$ cat src/design/assert_macros.svh
// Assertion macros shared by the sparse matrix-vector accumulate RTL.
`ifndef ASSERT_MACROS_SVH
`define ASSERT_MACROS_SVH

// Property must hold on every clock edge outside reset.
`define ASSERT_PROP(label, clk, rst_n, prop, msg) \
	label: assert property (@(posedge clk) disable iff (!rst_n) (prop)) \
	else $error(msg);

// Expression must never be true on a clock edge outside reset.
`define ASSERT_NEVER(label, clk, rst_n, expr, msg) \
	label: assert property (@(posedge clk) disable iff (!rst_n) !(expr)) \
	else $error(msg);

`endif

$ cat src/design/smva_pkg.sv
// Types and constants shared by the sparse matrix-vector accumulate block.
package smva_pkg;

	// Vector store geometry and row counter width.
	localparam int VECTOR_DEPTH   = 4096;
	localparam int VEC_ADDR_W     = $clog2(VECTOR_DEPTH);
	localparam int ROW_COUNT_BITS = 16;

	// Field widths.
	localparam int OP_W         = 2;
	localparam int INDEX_W      = 12;
	localparam int VALUE_W      = 32;
	localparam int ROW_NUMBER_W = 16;
	localparam int SUM_W        = 64;

	// Output queue; credits cover the results still inside the pipeline.
	localparam int OUT_FIFO_DEPTH = 4;
	localparam int FIFO_PTR_W     = $clog2(OUT_FIFO_DEPTH);
	localparam int FIFO_CNT_W     = $clog2(OUT_FIFO_DEPTH + 1);
	localparam int OCC_W          = $clog2(OUT_FIFO_DEPTH + 3);

	// Saturation limits of a signed Q32.32 sum.
	localparam logic [SUM_W-1:0] SUM_MAX = {1'b0, {(SUM_W-1){1'b1}}};
	localparam logic [SUM_W-1:0] SUM_MIN = {1'b1, {(SUM_W-1){1'b0}}};

	// Item operation codes.
	typedef enum logic [OP_W-1:0] {
		OP_LOAD    = 2'd0,
		OP_NONZERO = 2'd1,
		OP_ROW_END = 2'd2
	} op_t;

	// Control carried down the pipeline.
	typedef struct packed {
		logic valid;
		op_t  op;
	} stage_t;

	// One finished row.
	typedef struct packed {
		logic [ROW_NUMBER_W-1:0] row_number;
		logic [SUM_W-1:0]        row_sum;
		logic                    saturated;
	} result_t;

endpackage

$ cat src/design/smva_fifo.sv
// Small output queue of finished row results.
module smva_fifo (
	input  logic                                clk,
	input  logic                                arst_n,
	input  logic                                push,
	input  smva_pkg::result_t                   din,
	input  logic                                pop,
	output smva_pkg::result_t                   dout,
	output logic [smva_pkg::FIFO_CNT_W-1:0]     count
);

	`include "assert_macros.svh"

	smva_pkg::result_t                   buf_q [smva_pkg::OUT_FIFO_DEPTH];
	logic [smva_pkg::FIFO_PTR_W-1:0]     wr_q;
	logic [smva_pkg::FIFO_PTR_W-1:0]     rd_q;
	logic [smva_pkg::FIFO_CNT_W-1:0]     count_q;
	logic                                do_pop;

	assign do_pop = pop && (count_q != '0);

	// Entry storage
	always_ff @(posedge clk) begin
		if (push) begin
			buf_q[wr_q] <= din;
		end
	end

	// Pointers and fill level
	always_ff @(posedge clk or negedge arst_n) begin
		if (!arst_n) begin
			wr_q    <= '0;
			rd_q    <= '0;
			count_q <= '0;
		end else begin
			if (push) begin
				wr_q <= (wr_q == smva_pkg::FIFO_PTR_W'(smva_pkg::OUT_FIFO_DEPTH - 1)) ?
				        '0 : wr_q + 1'b1;
			end
			if (do_pop) begin
				rd_q <= (rd_q == smva_pkg::FIFO_PTR_W'(smva_pkg::OUT_FIFO_DEPTH - 1)) ?
				        '0 : rd_q + 1'b1;
			end
			case ({push, do_pop})
				2'b10:   count_q <= count_q + 1'b1;
				2'b01:   count_q <= count_q - 1'b1;
				default: count_q <= count_q;
			endcase
		end
	end

	assign dout  = buf_q[rd_q];
	assign count = count_q;

	`ASSERT_NEVER(a_no_overflow, clk, arst_n, push && (count_q == smva_pkg::FIFO_CNT_W'(smva_pkg::OUT_FIFO_DEPTH)), "push into full result queue")

endmodule

$ cat config.mk
export PLATFORM = sky130hd
export DESIGN_NAME = smva_fifo
export DESIGN_NICKNAME = d
export VERILOG_FILES = /design/src/design/smva_pkg.sv /design/src/design/smva_fifo.sv
export VERILOG_INCLUDE_DIRS = /design/src /design/src/design
export SDC_FILE = /design/constraint.sdc
export NUM_CORES = 1
export LEC_CHECK = 0
export BUFFER_PORTS_ARGS = -buffer_cell sky130_fd_sc_hd__buf_2
export CELL_PAD_IN_SITES_DETAIL_PLACEMENT = 0
export CELL_PAD_IN_SITES_GLOBAL_PLACEMENT = 1
export CORE_MARGIN = 3
export CORE_UTILIZATION = 40
export DETAILED_ROUTE_END_ITERATION = 12
export PLACE_DENSITY = 0.76
export SLEW_MARGIN = 5
export SYNTH_ARGS = -nofsm -noshare
export SYNTH_HDL_FRONTEND = slang
export SYNTH_SLANG_ARGS = --single-unit
$ cat constraint.sdc
create_clock -name clk -period 3.4 [get_ports clk]
set_input_delay 0.34 -clock clk [delete_from_list [all_inputs] [get_ports clk]]
set_output_delay 0.34 -clock clk [all_outputs]
set_load 0.02 [all_outputs]
==> impl_metrics.csv <==
group,metric,value,unit
critical_path,worstSetupPathType,"reg -> out",
route,drt-total-wl,23.5,mm
yosys,yosysUniqueCellTypes,21,
layout,syn2layout_area_growth,20.0,%
yosys,synthCells,461,
global_route,grt_pass1_wl,36.5,mm
sta,fin_crit,2660,ps
critical_path,path_max_fanout,35,
sta,skew,9.85,ps
critical_path,required,3060,ps
yosys,syn-num-nets,553,
sta,report.final.slew_viol_count,0,
global_route,grt_use_total,14.6,%
worst_hold_path,hold_class,"in -> reg",
critical_path,setup.worst_path.start_class,"flip-flop",
route,drc,0,
layout,fin_nets,750,
place,io_buffers,168,
floorplanning,die-area,32400,sq um
clocking,clkTransAtPathRegs,60,ps
clocking,cts-resized-gates,0,
layout,final_common_cell,"edfxtp_1",
floorplanning,die_w,180,um
yosys,synth_area,12100,sq um
floorplanning,std_cell_rows,63,
layout,drive_gt1_share,45.2,%
clocking,cts-root-buf,"clkbuf_16",
floorplanning,die_y,180,um
power,peakVddDrop,539,uV
floorplanning,initial_core_util,40.7,%
route,drt-initial-drc-count,290,
place,post_dp_cell_area,13500,sq um
yosys,yosysSeqAreaShare,81.8,%
global_route,grt_max_degree,50,
sta,fmax,0.376,GHz
route,ant_nets,0,
run,drv_cap,0,
floorplanning,io_pins,169,
yosys,avgSynthCellArea,26.3,sq um
clocking,cts_tree,"yes",
power,powerDensity,880,nW/um^2
yosys,synth_top_family_by_area,"multiplexers",
clocking,cts_hold_buf,1,
power,leakagePower,4.95,nW
yosys,synthMuxAreaShare,15.2,%
place,hpwl,14.1,mm
sta,hold_viol,0,
layout,n_fill_cell,2386,
yosys,yosys.area_share.simple,0.362,%
critical_path,crit_path_end_kind,"output pin",
layout,stdcell_area,14500,sq um
sta,tightest_slew,745,ps
route,post_drt_wl_per_cell,21.9,um
clocking,cts_buffers,35,
yosys,synth-warning-count,0,
status,status,"finished clean",
sta,rsz0062_at_grt,"no",
yosys,ys_ff_latch,331,
clocking,clk_latency,500,ps
clocking,clock_path_buffers,3,
global_route,antenna_found_initial,1,
sta,post-route-period-util,78.2,%
clocking,ctsHtreeMaxLevel,2,
layout,layout_common_cells,"edfxtp_1 (324), buf_2 (168), mux4_2 (81), clkbuf_16 (37), clkbuf_1 (9)",
sta,tns,0,ps
place,gp_congestion,0.702,
clocking,post_cts_buffers,0,
critical_path,critPathArrivalTime,2320,ps
yosys,synth_compound_area_share,0.207,%
yosys,synthAdderAreaFrac,0.785,%
yosys,yosys.area_share.xor_xnor,0.217,%
global_route,grt-ovfl-total,0,
route,viasPerCell,5.12,
floorplanning,core,29700,sq um
sta,slew_headroom,50.3,%
sta,finalSetupViolCount,0,
global_route,first_global_vias,6253,
route,drt_first_pass_iters,4,
clocking,cts_sinks,331,
route,num_vias,5495,
## metrics by stage
step                power [W]  util [%]  hold WS [ps]  cells  setup slack, ps
finish                 0.0128      48.9          57.9   1073              743
detailed placement    0.00948      45.3           211   1010             1190
CTS                    0.0130      48.9          26.2   1071              644
floorplan             0.00825         -          44.4    461              447
global placement      0.00938      45.3           211   1010             1190
global route           0.0134      48.9          33.4   1072              579
## flip-flops by register name, indices dropped and copies added (netlist names)
register / cells
buf_q: 324
rd_q: 2
wr_q: 2
count: 3
## kinds of logic after synthesis
logic type / after synthesis
buffers and inverters: 25
flip-flops: 331
multiplexers: 83
adder cells (fa/ha/maj): 7
XOR/XNOR: 3
AND/OR/NAND/NOR: 8
AO/OA/AOI/OAI: 4
## final cells by class
cell class / count / area [sq um] / area share [%]
antenna: 2 / 5.00 / 0.0345
inverter: 7 / 26.3 / 0.181
tap: 390 / 488 / 3.36
multi-input combinational: 105 / 2050 / 14.1
clock buffer: 47 / 973 / 6.70
sequential: 331 / 9910 / 68.2
clock inverter: 13 / 82.6 / 0.568
timing repair buffer: 178 / 993 / 6.84
## final timing paths
| kind | startpoint | endpoint | slack (ps) | depth (start not counted) |
|---|---|---|---|---|
| min in group asynchronous | arst_n | count[2] | 250 | 2 |
| worst max register to register | count[0] | count[2] | 1290 | 8 |
| max in group asynchronous | arst_n | rd_q[0] | 2930 | 2 |
| worst min register to register | count[2] | count[2] | 530 | 1 |
| worst max-delay path | rd_q[0] | dout[79] | 740 | 3 |
| worst min-delay path | din[15] | buf_q[3][15] | 60 | 1 |
## synth_stat cells (all sizes together)
| master | n | area (sq um) |
|---|---|---|
| edfxtp | 324 | 9730 |
| mux4 | 81 | 1820 |
| buf | 18 | 143 |
| dfrtp | 7 | 175 |
| inv | 7 | 26.3 |
| ha | 6 | 75.1 |
| and2 | 4 | 25.0 |
| o21ai | 2 | 10.0 |
| xor2 | 2 | 17.5 |
| a21o | 1 | 7.51 |
| fa | 1 | 20.0 |
| mux2 | 1 | 11.3 |
| mux2i | 1 | 10.0 |
| nand2 | 1 | 3.75 |
| nor2 | 1 | 3.75 |
| nor3 | 1 | 5.00 |
| o31ai | 1 | 7.51 |
| or3 | 1 | 6.26 |
| xnor2 | 1 | 8.76 |
## routing by layer
layer,global-route usage [%],vias up,wire [um]
met4,4.15,0,473
li1,-,2375,-
met5,0,-,0
met3,3.62,41,1360
met2,25.2,167,12200
met1,18.6,2912,9470
## worst max-delay path, stage by stage (launching register included)
cell and delay, ps:
dfrtp_4 700, buf_12 350, mux4_2 570, buf_2 180
## power by group
group          switching, W  internal [W]
combinational       0.00217       0.00158
sequential         0.000324       0.00524
clock               0.00141       0.00207
total               0.00390       0.00888
Power figures use the tool's default switching activity.
